## src/rtl/core/qte_pkg.sv

```systemverilog
// Shared types, constants and the arctangent table of the quaternion to Euler converter.
`default_nettype none
package qte_pkg;

  // Width of the normalized CORDIC operands; the larger one lies in [2^29, 2^30).
  localparam int NORM_W    = 30;
  localparam int CORDIC_W  = 33;
  localparam int ACC_W     = 32;
  localparam int ANGLE_W   = 16;
  localparam int Q30_W     = 31;
  localparam int ISQ_W     = 62;
  localparam int ISQ_STEPS = 31;
  localparam int ATAN_LEN  = 24;

  localparam logic [Q30_W-1:0] Q30_ONE = Q30_W'(1) << 30;
  localparam logic [ISQ_W-1:0] ISQ_ONE = ISQ_W'(1) << 60;

  localparam logic signed [ACC_W-1:0]   ACC_MAX     = ACC_W'(9000 * 65536);
  localparam logic signed [ACC_W-1:0]   ACC_HALF    = ACC_W'(32768);
  localparam logic signed [ANGLE_W-1:0] QUARTER_ANG = ANGLE_W'(9000);
  localparam logic signed [ANGLE_W-1:0] HALF_ANG    = ANGLE_W'(18000);

  // Signs and degenerate cases of one atan2 evaluation.
  typedef struct packed {
    logic neg_s;
    logic neg_c;
    logic ay_zero;
    logic ax_zero;
  } ang_ctl_t;

  // atan(2^-i) in 1/65536 of a centidegree, rounded to nearest.
  function automatic logic [29:0] atan_entry(input int unsigned idx);
    logic [29:0] val;
    unique case (idx)
      0:  val = 30'd294912000;
      1:  val = 30'd174096719;
      2:  val = 30'd91987925;
      3:  val = 30'd46694507;
      4:  val = 30'd23437865;
      5:  val = 30'd11730358;
      6:  val = 30'd5866610;
      7:  val = 30'd2933484;
      8:  val = 30'd1466764;
      9:  val = 30'd733385;
      10: val = 30'd366693;
      11: val = 30'd183346;
      12: val = 30'd91673;
      13: val = 30'd45837;
      14: val = 30'd22918;
      15: val = 30'd11459;
      16: val = 30'd5730;
      17: val = 30'd2865;
      18: val = 30'd1432;
      19: val = 30'd716;
      20: val = 30'd358;
      21: val = 30'd179;
      22: val = 30'd90;
      23: val = 30'd45;
      default: val = '0;
    endcase
    return val;
  endfunction

endpackage
`default_nettype wire

```

## src/rtl/core/qte_cordic.sv

```systemverilog
// Unrolled vectoring CORDIC with the rounding, special cases and quadrant fold of atan2.
`default_nettype none
module qte_cordic import qte_pkg::*; #(
  parameter int STEPS = 16
) (
  input  wire                        clk_i,
  input  wire                        rst_ni,
  input  wire                        en_i,
  input  wire                        valid_i,
  input  wire logic [NORM_W-1:0]     ay_i,
  input  wire logic [NORM_W-1:0]     ax_i,
  input  wire ang_ctl_t              ctl_i,
  output logic                       valid_o,
  output logic signed [ANGLE_W-1:0]  angle_o
);

  logic                       valid_q [STEPS];
  logic signed [CORDIC_W-1:0] x_q     [STEPS];
  logic signed [CORDIC_W-1:0] y_q     [STEPS];
  logic signed [ACC_W-1:0]    z_q     [STEPS];
  ang_ctl_t                   ctl_q   [STEPS];

  for (genvar i = 0; i < STEPS; i++) begin : g_iter
    localparam logic signed [ACC_W-1:0] TAB = $signed(ACC_W'(atan_entry(i)));
    logic                       v_in;
    logic signed [CORDIC_W-1:0] x_in, y_in, x_d, y_d;
    logic signed [ACC_W-1:0]    z_in, z_d;
    ang_ctl_t                   c_in;

    if (i == 0) begin : g_first
      assign v_in = valid_i;
      assign x_in = $signed(CORDIC_W'(ax_i));
      assign y_in = $signed(CORDIC_W'(ay_i));
      assign z_in = '0;
      assign c_in = ctl_i;
    end else begin : g_next
      assign v_in = valid_q[i-1];
      assign x_in = x_q[i-1];
      assign y_in = y_q[i-1];
      assign z_in = z_q[i-1];
      assign c_in = ctl_q[i-1];
    end

    always_comb begin
      if (!y_in[CORDIC_W-1]) begin
        x_d = x_in + (y_in >>> i);
        y_d = y_in - (x_in >>> i);
        z_d = z_in + TAB;
      end else begin
        x_d = x_in - (y_in >>> i);
        y_d = y_in + (x_in >>> i);
        z_d = z_in - TAB;
      end
    end

    always_ff @(posedge clk_i or negedge rst_ni) begin
      if (!rst_ni) begin
        valid_q[i] <= 1'b0;
      end else if (en_i) begin
        valid_q[i] <= v_in;
      end
    end

    always_ff @(posedge clk_i) begin
      if (en_i) begin
        x_q[i]   <= x_d;
        y_q[i]   <= y_d;
        z_q[i]   <= z_d;
        ctl_q[i] <= c_in;
      end
    end
  end

  logic signed [ACC_W-1:0]   z_fin, z_clamp, z_round;
  logic signed [ANGLE_W-1:0] quad, folded, angle_d, angle_q;
  logic                      valid_out_q;
  ang_ctl_t                  c_fin;

  always_comb begin
    z_fin = z_q[STEPS-1];
    c_fin = ctl_q[STEPS-1];
    if (z_fin[ACC_W-1]) begin
      z_clamp = '0;
    end else if (z_fin > ACC_MAX) begin
      z_clamp = ACC_MAX;
    end else begin
      z_clamp = z_fin;
    end
    z_round = (z_clamp + ACC_HALF) >>> 16;
    // A zero sine term wins over a zero cosine term.
    if (c_fin.ay_zero) begin
      quad = '0;
    end else if (c_fin.ax_zero) begin
      quad = QUARTER_ANG;
    end else begin
      quad = z_round[ANGLE_W-1:0];
    end
    folded  = c_fin.neg_c ? (HALF_ANG - quad) : quad;
    angle_d = c_fin.neg_s ? -folded : folded;
  end

  always_ff @(posedge clk_i or negedge rst_ni) begin
    if (!rst_ni) begin
      valid_out_q <= 1'b0;
    end else if (en_i) begin
      valid_out_q <= valid_q[STEPS-1];
    end
  end

  always_ff @(posedge clk_i) begin
    if (en_i) begin
      angle_q <= angle_d;
    end
  end

  assign valid_o = valid_out_q;
  assign angle_o = angle_q;

endmodule
`default_nettype wire
```

## config.mk

```make
export PLATFORM = sky130hd
export DESIGN_NAME = qte_cordic
export DESIGN_NICKNAME = d
export VERILOG_FILES = /design/src/rtl/core/qte_pkg.sv /design/src/rtl/core/qte_cordic.sv
export SDC_FILE = /design/constraint.sdc
export NUM_CORES = 2
export LEC_CHECK = 0
export ABC_AREA = 1
export BUFFER_PORTS_ARGS = -buffer_cell sky130_fd_sc_hd__buf_4
export CAP_MARGIN = 10
export CORE_MARGIN = 5
export CORE_UTILIZATION = 45
export DETAILED_ROUTE_END_ITERATION = 10
export SYNTH_ARGS = -nofsm -noshare
export SYNTH_HDL_FRONTEND = slang
export SYNTH_SLANG_ARGS = --single-unit
```

## constraint.sdc

```tcl
create_clock -name clk_i -period 4.8 [get_ports clk_i]
set_input_delay 0 -clock clk_i [delete_from_list [all_inputs] [get_ports clk_i]]
set_output_delay 0 -clock clk_i [all_outputs]
set_load 0.03 [all_outputs]
```

==> impl.org <==
** Route
- The final layout contains routed wiring with a total length of 291600 um.
- DRC :: 0
- After detailed routing, the average wire length per cell comes to 16.04 um.
- The final route contains approximately 95000 vias.
- The detailed router finished its first iteration with 5666 violations.
- Residual antenna-violating net count after detailed routing :: 0
- Using the TritonRoute via totals, the vias-per-cell ratio works out to 5.199.
- The pre-antenna-repair detailed-routing pass consisted of 5 iterations.

** Global routing
- Entering global routing, the biggest net connects around 190 pins.
- The first global-routing pass estimated 472300 um of wire.
- The number of antenna violations at the first check in global routing came to 1.
- GRT Resource Usage Total :: 0.2053
- GR Overflow Total :: 0
- Number of global-route vias before repair :: 90817

** Worst setup path
- Critical path start-end classification :: input pin to register
- In this run the worst setup path begins at ay_i[3].
- Required @ worst endpoint :: 5370 ps
- Counting cells, the worst reg-to-reg path comes to 19.
- Origin of the critical flop-to-flop path :: x_q[0][69]
- STA classifies the critical path startpoint as an input pin.
- The worst setup path is captured at a register.
- Data arrives at the worst endpoint at roughly 5100 ps.
- Along the worst path, the maximum fanout reaches 4.

** Final layout
- At the end of the flow, the number of nets in the layout was 15968.
- Fill cells in the final layout number between 20000 and 30000.
- Util after Layout :: 0.5006
- Synth-to-layout area growth :: 11.06%
- Fraction of layout cells with a size suffix above 1 :: 0.03851
- In the final layout, the multi-input gates occupy 69640 um2.
- The sequential cells in the finished layout cover a total of 42680 um2.

** Floorplan
- Die boundary width :: 524.6 um
- Initial Utilization :: 0.4508
- The floorplan has 189 rows.
- IO Pins :: 85
- The floorplan step defined a core boundary enclosing 264400 um2.
- Die outline area :: 275200 um2
- Vertical die dimension :: 524.6 um

** STA
- The final count of pins violating max slew came to 0.
- Static timing analysis puts the maximum clock frequency at 218.5 MHz.
- Number of hold violations in the final report :: 0
- Clock period minus final worst setup slack :: 4578 ps
- Final count of negative-setup-slack endpoints :: 0
- In this run the tightest slew margin relative to its limit is 0.3065.
- Of the available clock period, the critical path in the final layout requires 0.9537.
- Tightest Pin Transition :: 1040 ps
- Final Skew :: around 57 ps
- Once routing completed, OpenROAD measured the worst setup slack at 222.5 ps.

** Logic synthesis
- In the synthesized netlist the async set-or-reset flop fraction comes to 0.01194.
- Number of standard cells after synthesis :: 14086
- Synth warnings :: 0
- In this run, synthesis inferred 1407 flip-flops with an integrated enable.
- After synthesis, the mean cell area works out to 8.460 um2.
- Seq/Total Area, Yosys :: 0.3581
- Area of the mapped netlist :: 119200 um2
- Register bit total from synthesis :: 1424
- Synthesis produced a netlist with a net count of 15537.
- The most used flip-flop cell after synthesis is edfxtp_1.
- The synthesized netlist contains 66 unique library cells.

** Outcome
- Status :: finished clean

** Placement
- Placed wire-length estimate :: between 200000 and 250000 um
- Buffers placed on the I/O ports in this run total 84.
- Weighted congestion at the end of routability-driven global placement :: 0.9107
- Setup Slack @ Placement :: 285.3 ps

** CTS
- After clock tree synthesis, the clock-pin slew on the worst setup and hold paths is 50 ps.
- Clock Tree Buf Depth :: 4
- The later pin in the worst-skew pair is clocked with a latency of 830 ps.
- Sink Count :: ~1400
- Library cell used as clock root buffer :: clkbuf_16
- Counting the buffers created by CTS gives 179.
- # H-tree levels :: 4
- TritonCTS built the clock tree.

** Job
- Max cap viols :: 0

** Worst hold path
- Beginning of the worst hold path :: ax_i[25]
- The worst hold path was traced through 5 stages.
- Type of the worst min-delay path :: input pin to register
layout make-up:
type                       count  share of cell area
clock inverter                97            0.007950
antenna                        1          0.00001891
clock buffer                 214             0.03538
multi-input combinational  10800              0.5262
sequential                  1424              0.3224
inverter                    1737             0.04927
timing repair buffer         375             0.02539
tap                         3533             0.03340
kinds of logic after synthesis:
logic type | count (synthesis) | share of synthesized area
simple gates | 4785 | 0.1660
compound gates | 2753 | 0.1315
xor+xnor | 1877 | 0.1380
buf+inv | 1862 | 0.05871
flops | 1424 | 0.3581
fa+ha+maj | 1383 | 0.1476
other cells | 1 | 0.00003147
mux | 1 | 0.00009448
worst max-delay path, stage by stage:
cell and delay (ps):
dlygate4sd3_1 540, buf_4 140, ha_1 320, dlygate4sd3_1 620, inv_1 90, a21oi_1 110, dlygate4sd3_1 560, o31ai_1 100
nand2_1 80, nand2_1 50, nand2_1 50, nand2_1 40, dlygate4sd3_1 580, nand2_1 70, nand2_1 80, nand2_1 110
nand2_4 90, a21oi_4 190, o21ai_2 80, nand2_1 90, nand2_2 80, nand2_1 80, nand2_1 110, a21oi_2 180
xor2_1 100, dlygate4sd3_1 590
cells in the final DEF, fill, tap and decap left out, types with 53 or more instances in the layout:
cell,count
a21boi_0,56
a21oi_1,1419
a31oi_1,213
buf_4,204
clkbuf_16,181
dlygate4sd3_1,160
edfxtp_1,1407
ha_1,1344
inv_1,1732
nand2_1,2600
nand3_1,348
nand4_1,219
nor2_1,1191
nor3_1,262
nor4_1,53
o211ai_1,157
o21a_1,113
o21ai_0,451
o21bai_1,58
o31ai_1,89
xnor2_1,441
xor2_1,1435
layer usage:
layer	vias up	share of wire	track usage	wire [um]
met5	-	0	0	0
met4	0	0.028	0.05703	8261
met3	418	0.039	0.02188	11340
met2	1595	0.48	0.3582	139300
met1	43271	0.46	0.2701	132700
li1	49235	-	-	-
synth_stat cells, drive strengths merged (220+ instances only):
master  number  area (um2)
a21oi     1427        7176
edfxtp    1407       42250
ha        1345       16830
inv       1735        6513
nand2     2608        9809
nand3      350        1762
nand4      220        1383
nor2      1201        4546
nor3       276        1416
o21ai      498        2500
xnor2      441        3862
xor2      1436       12580
state kept, by name (all words and copies together), names as in the netlist:
signal       cells
x_q            445
valid_o          1
valid_q          1
z_q            421
y_q            461
g_iter.v_in     15
angle_o         16
ctl_q           64
worst paths after layout:
| kind | slack [ps] | end |
|---|---|---|
| max reg2reg | 380 | y_q[0][130] |
| max | 220 | x_q[0][24] |
| min in group asynchronous | 310 | valid_q[0] |
| min reg2reg | 410 | ctl_q[1][22] |
| min | 130 | x_q[0][25] |
| max in group asynchronous | 3940 | g_iter[5].v_in |
metrics by stage:
step | cells | hold WS [ps] | setup TNS [ps] | cell area, um2
final | 18181 | 125.9 | 0 | 132400
after detailed placement | 17708 | -116.4 | 0 | 124900
after global routing | 18181 | 124.5 | -11.42 | 132400
after global placement | 17708 | -120.5 | 0 | 124900
after CTS | 18179 | 24.53 | 0 | 132200
after floorplan | 14086 | -295.6 | 0 | 119200
repair_timing:
item,in CTS,in global routing
resized for setup,0,32
setup buffers,0,1
hold buffers,160,0
endpoints found under the setup margin,0,16
hold endpoints to repair,319,0
Power is not shown: default switching activity piles up to over one toggle a cycle in this logic, so the estimate is an artifact.
