**src/rtl/core/qte_pkg.sv**
```systemverilog
// Shared types, constants and the arctangent table of the quaternion to Euler converter.
`default_nettype none
package qte_pkg;

  // Width of the normalized CORDIC operands; the larger one lies in [2^29, 2^30).
  localparam int NORM_W    = 30;
  localparam int CORDIC_W  = 33;
  localparam int ACC_W     = 32;
  localparam int ANGLE_W   = 16;
  localparam int Q30_W     = 31;
  localparam int ISQ_W     = 62;
  localparam int ISQ_STEPS = 31;
  localparam int ATAN_LEN  = 24;

  localparam logic [Q30_W-1:0] Q30_ONE = Q30_W'(1) << 30;
  localparam logic [ISQ_W-1:0] ISQ_ONE = ISQ_W'(1) << 60;

  localparam logic signed [ACC_W-1:0]   ACC_MAX     = ACC_W'(9000 * 65536);
  localparam logic signed [ACC_W-1:0]   ACC_HALF    = ACC_W'(32768);
  localparam logic signed [ANGLE_W-1:0] QUARTER_ANG = ANGLE_W'(9000);
  localparam logic signed [ANGLE_W-1:0] HALF_ANG    = ANGLE_W'(18000);

  // Signs and degenerate cases of one atan2 evaluation.
  typedef struct packed {
    logic neg_s;
    logic neg_c;
    logic ay_zero;
    logic ax_zero;
  } ang_ctl_t;

  // atan(2^-i) in 1/65536 of a centidegree, rounded to nearest.
  function automatic logic [29:0] atan_entry(input int unsigned idx);
    logic [29:0] val;
    unique case (idx)
      0:  val = 30'd294912000;
      1:  val = 30'd174096719;
      2:  val = 30'd91987925;
      3:  val = 30'd46694507;
      4:  val = 30'd23437865;
      5:  val = 30'd11730358;
      6:  val = 30'd5866610;
      7:  val = 30'd2933484;
      8:  val = 30'd1466764;
      9:  val = 30'd733385;
      10: val = 30'd366693;
      11: val = 30'd183346;
      12: val = 30'd91673;
      13: val = 30'd45837;
      14: val = 30'd22918;
      15: val = 30'd11459;
      16: val = 30'd5730;
      17: val = 30'd2865;
      18: val = 30'd1432;
      19: val = 30'd716;
      20: val = 30'd358;
      21: val = 30'd179;
      22: val = 30'd90;
      23: val = 30'd45;
      default: val = '0;
    endcase
    return val;
  endfunction

endpackage
`default_nettype wire

```
**src/rtl/core/qte_norm.sv**
```systemverilog
// Normalizing shifter: scales a vector pair so the larger magnitude lands in [2^29, 2^30).
`default_nettype none
module qte_norm import qte_pkg::*; #(
  parameter int MAG_W = 34
) (
  input  wire                     clk_i,
  input  wire                     rst_ni,
  input  wire                     en_i,
  input  wire                     valid_i,
  input  wire logic [MAG_W-1:0]   ay_i,
  input  wire logic [MAG_W-1:0]   ax_i,
  input  wire logic               neg_s_i,
  input  wire logic               neg_c_i,
  output logic                    valid_o,
  output logic [NORM_W-1:0]       ay_o,
  output logic [NORM_W-1:0]       ax_o,
  output ang_ctl_t                ctl_o
);

  localparam int NS = $clog2(MAG_W);

  logic             valid_q [NS];
  logic [MAG_W-1:0] ay_q    [NS];
  logic [MAG_W-1:0] ax_q    [NS];
  ang_ctl_t         ctl_q   [NS];

  ang_ctl_t ctl_in;

  always_comb begin
    ctl_in.neg_s   = neg_s_i;
    ctl_in.neg_c   = neg_c_i;
    ctl_in.ay_zero = (ay_i == '0);
    ctl_in.ax_zero = (ax_i == '0);
  end

  // Shifting left until the top bit of the larger magnitude is set, then keeping the
  // upper bits, equals a truncating right shift or an exact left shift into range.
  for (genvar k = 0; k < NS; k++) begin : g_shift
    localparam int SH = 1 << (NS - 1 - k);
    logic             v_in;
    logic [MAG_W-1:0] ay_in, ax_in, orv;
    ang_ctl_t         c_in;
    logic             hit;

    if (k == 0) begin : g_first
      assign v_in  = valid_i;
      assign ay_in = ay_i;
      assign ax_in = ax_i;
      assign c_in  = ctl_in;
    end else begin : g_next
      assign v_in  = valid_q[k-1];
      assign ay_in = ay_q[k-1];
      assign ax_in = ax_q[k-1];
      assign c_in  = ctl_q[k-1];
    end

    assign orv = ay_in | ax_in;
    assign hit = (orv[MAG_W-1 -: SH] == '0);

    always_ff @(posedge clk_i or negedge rst_ni) begin
      if (!rst_ni) begin
        valid_q[k] <= 1'b0;
      end else if (en_i) begin
        valid_q[k] <= v_in;
      end
    end

    always_ff @(posedge clk_i) begin
      if (en_i) begin
        ay_q[k]  <= hit ? (ay_in << SH) : ay_in;
        ax_q[k]  <= hit ? (ax_in << SH) : ax_in;
        ctl_q[k] <= c_in;
      end
    end
  end

  assign valid_o = valid_q[NS-1];
  assign ay_o    = ay_q[NS-1][MAG_W-1 -: NORM_W];
  assign ax_o    = ax_q[NS-1][MAG_W-1 -: NORM_W];
  assign ctl_o   = ctl_q[NS-1];

endmodule
`default_nettype wire

```
**config.mk**
```make
export PLATFORM = sky130hd
export DESIGN_NAME = qte_norm
export DESIGN_NICKNAME = d
export VERILOG_FILES = /design/src/rtl/core/qte_pkg.sv /design/src/rtl/core/qte_norm.sv
export SDC_FILE = /design/constraint.sdc
export NUM_CORES = 1
export LEC_CHECK = 0
export ABC_CLOCK_PERIOD_IN_PS = 2000
export BUFFER_PORTS_ARGS = -buffer_cell sky130_fd_sc_hd__buf_2
export CORE_ASPECT_RATIO = 0.5
export CORE_MARGIN = 2
export CORE_UTILIZATION = 45
export DETAILED_ROUTE_END_ITERATION = 10
export PLACE_DENSITY = 0.69
export SETUP_SLACK_MARGIN = 0.5
export SLEW_MARGIN = 15
export SYNTH_ARGS = -nofsm -noshare
export SYNTH_HDL_FRONTEND = slang
export SYNTH_SLANG_ARGS = --single-unit
```
**constraint.sdc**
```tcl
create_clock -name clk_i -period 2 [get_ports clk_i]
set_input_delay 0.1 -clock clk_i [delete_from_list [all_inputs] [get_ports clk_i]]
set_output_delay 0.1 -clock clk_i [all_outputs]
set_load 0.01 [all_outputs]
```
==> summary.txt, run 1 <==
Route
  • Final WL: slightly above 40000 um
  • # DRC: 0
  • TritonRoute pass-1 iters: 5
  • Vias per cell: 5.31
  • DRT antenna net count: 0
  • 1st-iter DRT viols: about 1000
  • WL/cell: about 22 um
  • DR vias: between 9000 and 10000

Synthesis
  • Seq/Total Area, Yosys: approximately 76%
  • Post-synth ARST share: 1.42%
  • Mapped Nets: 1163
  • Ys Warns: 0
  • Commonest cells post-synth: edfxtp_1, nand2_1, mux2_2
  • Mapped Cells: about 1100
  • Post-synth EDFFs: ~420
  • Ranking of synthesized cells by area: edfxtp_1, mux2_2, nand2_1
  • Main synth FF type: edfxtp_1
  • Mapped Area: 0.0167 mm^2
  • Yosys cell types: 20
  • Top-count cell post-synth: edfxtp_1
  • Synth area leader: edfxtp_1
  • Post-synthesis register bit count: around 420
  • Synth top area share: between 70% and 80%
  • Syn_area_per_cell: between 15 and 20 um^2

STA
  • Post-route minimum period: roughly 2000 ps
  • Min Hold Slack: between 60 and 70 ps
  • F_max: 0.498 GHz
  • Clk_skew: 20.1 ps
  • Worst setup margin: -6.14 ps
  • Max-slew violations: 0
  • Final period utilization: 100%
  • Tightest Pin Transition: around 400 ps
  • RSZ-0062 raised after global routing: yes
  • Relative slew margins: 72.7%
  • Final setup fails: 1
  • Final Hold Vio Count: 0

Finish
  • Area Growth Syn to Fin: 36.9%
  • Inserted Diodes: 0
  • Fin area: roughly 0.023 mm^2
  • Ratio of cells with drive above 1 in the final layout: 48.5%
  • Nets: 1429
  • Fill cells: 2310

Die
  • I/O pin total: ~140
  • Chip width: ~280 um
  • Die Area: approximately 0.039 mm^2
  • Die height: 140 um
  • Core area: 0.0362 mm^2
  • Core Rows: a little under 50
  • Starting Density: a little under half

Setup path
  • Cell repeated most along the worst path: buf_12
  • Buffers plus inverters on the worst setup path: 4
  • WP data arrival: 2400 ps
  • Setup CP Type: reg2reg
  • Cell at the slowest stage of the critical path: edfxtp_1
  • Crit-path cells: nor4_4 > buf_4 > and4_4 > buf_12 > buf_12 > buf_12 > a21o_1
  • Crit-path max cell delay: around 470 ps
  • Worst-path fanout max: 7
  • Worst setup SP type: flop
  • Crit. End Element: flop
  • Top delay family on crit path: simple AND/OR/NAND/NOR gates
  • Req. time, crit path: 2390 ps

Power and ir drop
  • Seq pwr share: between 50 and 60%
  • P_sw: ~4.3 mW
  • Logic pwr share: under 10%
  • Clock share of power: a little under two fifths
  • Leak: just over 9 nW
  • Max IR drop VDD: between 0.5 and 0.6 mV
  • Switching Fraction: between 20% and 30%
  • Internal power: 15.5 mW
  • Pwr per Cell Area: ~860 mW/mm^2

CTS
  • CTS Buf Count: 39
  • Max clock buf depth: 3
  • H-tree depth: 2
  • Worst skew pair latency: approximately 540 ps
  • Clock-pin slew on the worst setup and hold paths: approximately 70 ps
  • Root buf cell: clkbuf_16
  • CTS tree: yes
  • Clk sinks: ~420

Worst hold path
  • HP Class: in2reg

Global route
  • M1 GR Usage: a little over a quarter
  • Aggregate global-route resource usage: a little under a fifth
  • Met3 Track Usage GR: between 3 and 4%
  • Largest net degree at the start of global routing: 67
  • Met2 Usage GRT: between 20% and 30%
  • Busiest grt layer: met2
  • Vias in the first global route: approximately 9400
  • Gr ovfl total: 0
  • First-pass GRT wire length: between 50000 and 60000 um
  • Antenna violations before repair: 1

Run status
  • Failing checks: setup timing
  • Status: finished with violations

Placement
  • Area post-placement: approximately 0.018 mm^2
  • HPWL after DPL: ~22000 um
  • Final GP Congestion: just over 0.8
  • PortBufs: 138
  • Pre-CTS WS: -68.5 ps

Job
  • Number of max-cap violations: 0
==> metrics by stage <==
stage,instances,power [mW],TNS (ps),utilization [%]
CTS,1820,19.5,0,58.3
global placement,1639,12.0,0,49.7
floorplan,1089,11.4,0,-
detailed placement,1639,12.0,-1410,49.7
global route,1864,20.3,-61.2,63.0
finish,1864,19.7,-6.14,63.0
==> flip-flops by register name, summed over array words and instances, names as in the netlist <==
signal and flops:
ctl_q 24, ax_q 196, g_shift.v_in 5, valid_o 1, ay_q 196
==> layout by cell type (no fill, tap or decap), drive strengths merged, types with 10 or more instances in the layout <==
master	n
mux2	125
edfxtp	416
buf	241
dlygate4sd3	71
nor2b	36
clkinv	10
nand2	266
clkbuf	64
and2	23
a21o	65
nor4	34
==> power by group through the flow <==
stage | registers [mW] | logic [mW] | clock network (mW)
2_1_floorplan | 10.9 | 0.502 | 0
5_1_grt | 11.0 | 1.60 | 7.76
4_1_cts | 10.8 | 1.29 | 7.35
3_5_place_dp | 11.0 | 1.06 | 0
3_3_place_gp | 11.0 | 1.03 | 0
6_report | 10.9 | 1.49 | 7.34
==> what timing repair did <==
action,CTS,global route
setup endpoints to repair,312,329
pin swaps,56,164
hold endpoints to repair,101,0
resized for setup,134,312
buffers inserted,24,23
gates cloned,17,21
hold buffers,74,0
==> worst paths after layout <==
check	cells past startpoint	startpoint	slack (ps)	endpoint
max	7	ay_q[1][26]	-6	ay_q[2][29]
min	3	ax_i[25]	70	ax_q[0][25]
max reg2reg	7	ay_q[1][26]	-6	ay_q[2][29]
min reg2reg	0	ctl_q[2][1]	410	ctl_q[3][1]
max in group asynchronous	3	rst_ni	1290	valid_o
min in group asynchronous	3	rst_ni	500	g_shift[1].v_in
==> area by class of cell <==
cell class              count  area (um^2)  share of cell area, %
clock buffers              51         1080                   4.75
clock inverters            15          151                  0.663
flip-flops and latches    422        12600                   55.4
multi-input cells         561         4980                   21.8
inverters                   2         7.51                 0.0329
repair buffers            329         3360                   14.7
well taps                 484          606                   2.65
==> routing by layer <==
layer  vias to the layer above  wire length (um)
met2                       414             20100
met3                       125              2230
met5                         -                 0
met4                         0              1670
met1                      4905             17200
li1                       4456                 -
==> kinds of logic after synthesis <==
| group | synth area share [%] |
|---|---|
| flops | 75.8 |
| simple gates | 10.0 |
| mux | 8.44 |
| buf+inv | 2.70 |
| compound gates | 2.99 |
==> worst register-to-register path: stages (launching register included) <==
cell	delay (ps)
edfxtp_1	470
nor4_4	370
buf_4	170
and4_4	280
buf_12	130
buf_12	130
buf_12	130
a21o_1	180
Power figures use the tool's default switching activity.
==> run 2: changes to the inputs <==
--- a/config.mk
+++ b/config.mk
@@ -5,6 +5,7 @@
 export SDC_FILE = /design/constraint.sdc
 export NUM_CORES = 1
 export LEC_CHECK = 0
+export ABC_AREA = 1
 export ABC_CLOCK_PERIOD_IN_PS = 2000
 export BUFFER_PORTS_ARGS = -buffer_cell sky130_fd_sc_hd__buf_2
 export CORE_ASPECT_RATIO = 0.5
==> run 2 against run 1 <==
The run now ends clean. Utilization shrank 6.9 points. Sequential share of layout area is 4.9 points higher. First-iteration DRC count increased by 8.7%. Synthesized cell count increased by 36%. Maximum frequency increased by 25%. Clock power is 3.8% lower. Die area grew 2.3%. Combinational power shrank 13%. Worst hold slack worse by 54 ps. Largest power group unchanged.
==> summary.txt, run 2 <==
Global route
  • Vias in the first global route: around 9700
  • Antenna violations before repair: 0
  • First-pass GRT wire length: 52500 um
  • Largest net degree at the start of global routing: 66
  • Gr ovfl total: 0
  • Aggregate global-route resource usage: approximately 17%

Setup path
  • Cell at the slowest stage of the critical path: edfxtp_1
  • Setup crit start: ay_q[1][30]
  • Worst Reg-to-Reg Cells: 7
  • Buffers plus inverters on the worst setup path: 2
  • Crit. End Element: flop
  • Worst-path fanout max: 8
  • WP data arrival: between 1500 and 2000 ps
  • Crit-path max cell delay: roughly 400 ps
  • Req. time, crit path: about 2300 ps
  • Top delay family on crit path: simple AND/OR/NAND/NOR gates
  • R2R Path End: ay_q[2][11]
  • WP depth: 7
  • Capture point of the worst path: ay_q[2][11]
  • Worst R2R Setup Slack: slightly below 400 ps
  • Crit-path cells: inv_2 > nand4_1 > nor2_2 > nand2_4 > clkbuf_16 > nand2_1 > o21ai_0
  • Setup CP Type: reg2reg
  • Crit Reg-Reg Startpoint: ay_q[1][30]
  • Worst setup SP type: flop

STA
  • Final Hold Vio Count: 0
  • Relative slew margins: between 50% and 60%
  • Min Hold Slack: 12.4 ps
  • RSZ-0062 raised after global routing: yes
  • Clk_skew: ~18 ps
  • Final period utilization: between 80% and 90%
  • Max-slew violations: 0
  • Final setup fails: 0
  • Post-route minimum period: between 1500 and 2000 ps
  • Tightest Pin Transition: approximately 650 ps
  • F_max: about 0.62 GHz
  • Setup tns final: 0 ps

Finish
  • Most common cell after layout, fill and taps aside: edfxtp_1
  • Most frequent cells in the layout: edfxtp_1, nand2_1, inv_1
  • Fin area: around 0.021 mm^2
  • Area Growth Syn to Fin: 23.0%
  • Ratio of cells with drive above 1 in the final layout: about a fifth
  • Top flop regs: ax_q: 196 flops, ay_q: 196 flops, ctl_q: 24 flops
  • Fill cells: about 2900
  • Inserted Diodes: 0
  • Nets: about 1800

CTS
  • Max clock buf depth: 3
  • Clock-pin slew on the worst setup and hold paths: 70 ps
  • H-tree depth: 2
  • CTS Buf Count: 39
  • CTS tree: yes
  • Worst skew pair latency: around 540 ps
  • Clk sinks: 422
  • Root buf cell: clkbuf_16

Route
  • Met3 wire length: ~2200 um
  • 1st-iter DRT viols: 1061
  • Vias per cell: between 4 and 5
  • DR vias: approximately 11000
  • TritonRoute pass-1 iters: 5
  • WL met2: 16100 um
  • DRT met1 WL: 16400 um
  • Final WL: roughly 36000 um
  • # DRC: 0
  • WL/cell: between 15 and 20 um
  • DRT antenna net count: 0
  • Top Layer Used: met4

Power and ir drop
  • Switching Fraction: 21.6%
  • Pwr per Cell Area: between 900 and 1000 mW/mm^2
  • Leak: between 8 and 9 nW
  • Total power: approximately 19 mW
  • Logic pwr share: between 6 and 7%
  • Clock share of power: between 30% and 40%
  • Seq pwr share: a little under three fifths
  • P_sw: slightly above 4 mW
  • Max IR drop VDD: around 0.51 mV
  • Internal power: between 10 and 15 mW

Synthesis
  • Synth area leader: edfxtp_1
  • Top-count cell post-synth: edfxtp_1
  • Post-synthesis register bit count: between 400 and 500
  • Main synth FF type: edfxtp_1
  • Yosys cell types: 23
  • Ys Warns: 0
  • Commonest cells post-synth: edfxtp_1, nand2_1, inv_1
  • Post-synth EDFFs: between 400 and 500
  • Post-synth ARST share: roughly 1.4%
  • Mapped Cells: 1476
  • Ranking of synthesized cells by area: edfxtp_1, nand2_1, inv_1
  • Mapped Area: approximately 0.017 mm^2
  • Seq/Total Area, Yosys: about 74%
  • Mapped Nets: approximately 1600
  • Synth top area share: between 70% and 80%
  • Syn_area_per_cell: 11.6 um^2

Die
  • Core Rows: 50
  • Chip width: roughly 280 um
  • Die Area: just under 0.04 mm^2
  • Core area: 0.0374 mm^2
  • Die height: around 140 um
  • I/O pin total: 139
  • Starting Density: between 40% and 50%

Placement
  • PortBufs: around 140
  • HPWL after DPL: approximately 23000 um
  • Area post-placement: 0.0183 mm^2
  • Final GP Congestion: 0.818

Run status
  • Status: finished, final reports clean

Job
  • Number of max-cap violations: 0

Worst hold path
  • HP Class: in2reg
## run 2: changes by cell type in the layout (fill, tap and decap cells not counted), moves of 34 or more
| cell | change |
|---|---|
| a21oi_1 | +59 |
| nor2_1 | +161 |
| o21ai_1 | +34 |
| a21o_1 | -65 |
| o21ai_0 | +98 |
| nand2_4 | -70 |
| nor2b_1 | -35 |
| inv_1 | +195 |
| mux2_2 | -50 |
| nand2_1 | +203 |
| nand2_2 | -81 |
| mux2_4 | -69 |
## run 2: metrics by stage
step | util [%] | setup slack, ps | cells
floorplan | - | 556 | 1476
global placement | 48.8 | 396 | 2023
detailed placement | 48.8 | 335 | 2023
CTS | 54.3 | 439 | 2173
global route | 56.1 | 329 | 2200
finish | 56.1 | 396 | 2200
## run 2: routing by layer
| metal | up-vias | GRT usage (%) |
|---|---|---|
| met5 | - | 0 |
| met4 | 0 | 5.21 |
| met3 | 79 | 3.15 |
| met2 | 363 | 25.6 |
| met1 | 4860 | 25.2 |
| li1 | 5242 | - |
## run 2: worst min path at each step
stage          startpoint               to  slack [ps]  cells after the start
3_3_place_gp       rst_ni          valid_o         -70                      1
4_1_cts           ax_i[3]      ctl_q[0][0]           5                      4
5_1_grt           ax_i[3]      ctl_q[0][0]          40                      4
6_report          ax_i[3]      ctl_q[0][0]          10                      4
3_5_place_dp       rst_ni  g_shift[5].v_in         -70                      1
2_1_floorplan      rst_ni  g_shift[1].v_in        -200                      0
## run 2: final cells by class
| cell class | instances | area [um^2] | share of cell area (%) |
|---|---|---|---|
| flip-flops and latches | 422 | 12600 | 60.2 |
| repair buffers | 276 | 2350 | 11.2 |
| inverters | 209 | 805 | 3.83 |
| clock inverters | 17 | 125 | 0.596 |
| well taps | 494 | 618 | 2.94 |
| multi-input cells | 731 | 3390 | 16.1 |
| clock buffers | 51 | 1060 | 5.07 |
## run 2: power groups by stage
stage	logic, mW	clock network (mW)	registers [mW]
global placement	1.10	0	10.9
floorplan	0.516	0	10.8
CTS	1.24	7.13	10.7
detailed placement	1.12	0	10.9
finish	1.30	7.06	10.7
global route	1.45	7.50	10.8
## run 2: timing repair
item / in CTS / in global routing
setup buffers: 5 / 11
hold endpoints to repair: 79 / 0
resized for setup: 10 / 107
pin swaps: 1 / 18
hold buffers: 76 / 0
gates cloned: 1 / 16
setup endpoints to repair: 117 / 164
## run 2: cells by family (layout without fill, tap and decap cells)
kind of cell,Yosys count,count (layout),synth area share (%)
simple gates,519,519,11.8
flops,422,422,74.1
buf+inv,323,553,7.55
compound gates,206,206,6.13
mux,6,6,0.396
## run 2: tightest hold or removal path: cells and delay by family
| family | cells | cell delay, ps |
|---|---|---|
| buf+inv | 1 | 90 |
| simple gates | 3 | 190 |
==> run 3: changes to the inputs <==
--- a/config.mk
+++ b/config.mk
@@ -6,7 +6,7 @@
 export NUM_CORES = 1
 export LEC_CHECK = 0
 export ABC_AREA = 1
-export ABC_CLOCK_PERIOD_IN_PS = 2000
+export ABC_CLOCK_PERIOD_IN_PS = 1500
 export BUFFER_PORTS_ARGS = -buffer_cell sky130_fd_sc_hd__buf_2
 export CORE_ASPECT_RATIO = 0.5
 export CORE_MARGIN = 2
==> constraint.sdc (replaced) <==
create_clock -name clk_i -period 1.5 [get_ports clk_i]
set_input_delay 0.075 -clock clk_i [delete_from_list [all_inputs] [get_ports clk_i]]
set_output_delay 0.075 -clock clk_i [all_outputs]
set_load 0.01 [all_outputs]
==> run 3 against run 2 <==
Non-clock buffer count rose by 66. Worst hold slack got worse by 6.8 ps. Cell count rose by 3.5%. Maximum frequency fell by 4.3%. Critical path depth rose by 1. The flow now finishes with violations (setup timing). Design area rose by 14%.
==> summary.txt, run 3 (synthesized netlist as in run 2, its figures left out) <==
Run status
  • Status: finished with violations
  • Failing checks: setup timing

Placement
  • Final GP Congestion: 0.810
  • PortBufs: 138
  • HPWL after DPL: between 20000 and 25000 um

Setup path
  • R2R Path End: ax_q[2][16]
  • Worst-path fanout max: 7
  • Worst R2R Setup Slack: -180 ps
  • Crit. End Element: flop
  • Worst setup SP type: flop
  • Buffers plus inverters on the worst setup path: 3
  • Top delay family on crit path: simple AND/OR/NAND/NOR gates
  • WP data arrival: 1970 ps
  • Req. time, crit path: between 1500 and 2000 ps
  • Setup CP Type: reg2reg
  • Crit Reg-Reg Startpoint: ax_q[1][31]
  • Crit-path max cell delay: between 300 and 400 ps
  • Cell at the slowest stage of the critical path: edfxtp_1
  • Crit-path cells: inv_1 > nand4_1 > nor2_2 > nand2_4 > buf_12 > buf_16 > nand2_2 > nand2_1
  • Worst Reg-to-Reg Cells: 8

Worst hold path
  • WHS Path Cells: 4
  • Hold endpoint: ctl_q[0][0]
  • Worst hold start: ax_i[9]
  • HP Class: in2reg

Job
  • Number of max-cap violations: 0

Route
  • DRT antenna net count: 0
  • Final WL: ~43000 um
  • # DRC: 0
  • Vias per cell: between 5 and 6
  • WL/cell: 18.9 um
  • 1st-iter DRT viols: between 900 and 1000
  • TritonRoute pass-1 iters: 6
  • DR vias: about 12000

CTS
  • Clock-pin slew on the worst setup and hold paths: ~70 ps
  • Worst skew pair latency: about 560 ps
  • Root buf cell: clkbuf_16
  • H-tree depth: 2
  • CTS Buf Count: 39
  • Max clock buf depth: 3
  • Clk sinks: ~420
  • CTS tree: yes

Finish
  • Ratio of cells with drive above 1 in the final layout: between 40% and 50%
  • Nets: around 1800
  • Most frequent cells in the layout: edfxtp_1, inv_1, nand2_1
  • Final core occ: a little under two thirds
  • Area Growth Syn to Fin: 40.3%
  • Most common cell after layout, fill and taps aside: edfxtp_1
  • Top flop regs: ax_q: 196 flops, ay_q: 196 flops, ctl_q: 24 flops

Power and ir drop
  • Seq pwr share: 54.4%
  • Logic pwr share: under 10%
  • Leak: 9.61 nW
  • Total power: about 26 mW
  • Clock share of power: a little under two fifths
  • Pwr per Cell Area: 1110 mW/mm^2
  • Switching Fraction: between 20% and 30%
  • Max IR drop VDD: 0.694 mV
  • P_sw: just over 6 mW
  • Internal power: about 20 mW

STA
  • Setup tns final: -14860 ps
  • F_max: approximately 0.6 GHz
  • Worst setup margin: -175 ps
  • Max-slew violations: 0
  • Clk_skew: 24.5 ps
  • Final setup fails: 198
  • Relative slew margins: 72.5%
  • RSZ-0062 raised after global routing: yes
  • Final period utilization: 112%
  • Final Hold Vio Count: 0
  • Tightest Pin Transition: 413 ps
  • Post-route minimum period: 1680 ps

Global route
  • Largest net degree at the start of global routing: between 70 and 80
  • Antenna violations before repair: 3
  • First-pass GRT wire length: 58800 um
  • Vias in the first global route: between 10000 and 15000
  • Aggregate global-route resource usage: between 10% and 20%
  • Gr ovfl total: 0

Die
  • I/O pin total: 139
  • Core area: ~0.037 mm^2
  • Starting Density: a little under half
  • Chip width: 279 um
  • Die height: 142 um
  • Die Area: 0.0396 mm^2
  • Core Rows: 50
[run 3: through the flow]
stage          hold slack, ps  setup WS [ps]  std cells  area, um^2
3_3_place_gp            -97.9          -35.5       2042       18900
2_1_floorplan            -221           84.0       1476       17700
5_1_grt                  14.6           -210       2277       23900
3_5_place_dp            -92.3          -70.7       2042       18900
4_1_cts                 -8.71          -57.0       2246       22400
6_report                 5.63           -175       2277       23900
[run 3: how the worst max path moves through the flow]
stage,start,to,slack (ps),cells past startpoint
2_1_floorplan,ay_q[0][24],ax_q[1][0],80,8
3_3_place_gp,ay_q[1][26],ax_q[2][31],-40,7
3_5_place_dp,ax_q[0][19],ax_q[1][27],-70,8
4_1_cts,ax_q[0][20],ax_q[1][11],-60,8
5_1_grt,ay_q[2][32],ay_q[3][27],-210,8
6_report,ax_q[1][31],ax_q[2][16],-180,8
[run 3: layer usage]
layer | part of all wire, % | routed length [um] | GRT usage [%] | vias to the layer above
met3 | 6.0 | 2560 | 4.13 | 104
li1 | - | - | - | 5425
met5 | 0.030 | 13 | 0 | -
met1 | 42 | 18000 | 26.1 | 5574
met2 | 49 | 21000 | 30.7 | 438
met4 | 3.1 | 1320 | 5.88 | 2
[run 3: layout make-up]
cell class | count | area [um^2]
Fill cell | 2497 | 13500
Sequential cell | 422 | 12600
Multi-Input combinational cell | 732 | 5040
Timing Repair Buffer | 342 | 3500
Clock buffer | 43 | 991
Inverter | 209 | 805
Tap cell | 494 | 618
Clock inverter | 27 | 220
Timing Repair inverter | 7 | 128
Antenna cell | 1 | 2.50
[run 3: timing repair]
| item | CTS | global route |
|---|---|---|
| cloned | 26 | 15 |
| pin swaps | 35 | 48 |
| hold endpoints to repair | 79 | 24 |
| hold buffers | 73 | 23 |
| buffers inserted | 35 | 14 |
| resized for setup | 231 | 281 |
| endpoints found under the setup margin | 387 | 397 |
[run 3: worst register-to-register path: cells and delay by family (launching register included)]
family | cells | cell delay (ps)
and+or+nand+nor | 5 | 640
buffers and inverters | 3 | 420
DFF | 1 | 370
[run 3: power groups by stage]
stage / registers, mW / logic (mW) / clock network, mW
after floorplan: 14.5 / 0.850 / 0
after global placement: 14.5 / 1.63 / 0
after detailed placement: 14.5 / 1.66 / 0
after CTS: 14.3 / 2.02 / 9.74
after global routing: 14.5 / 2.56 / 10.3
final: 14.4 / 2.36 / 9.71
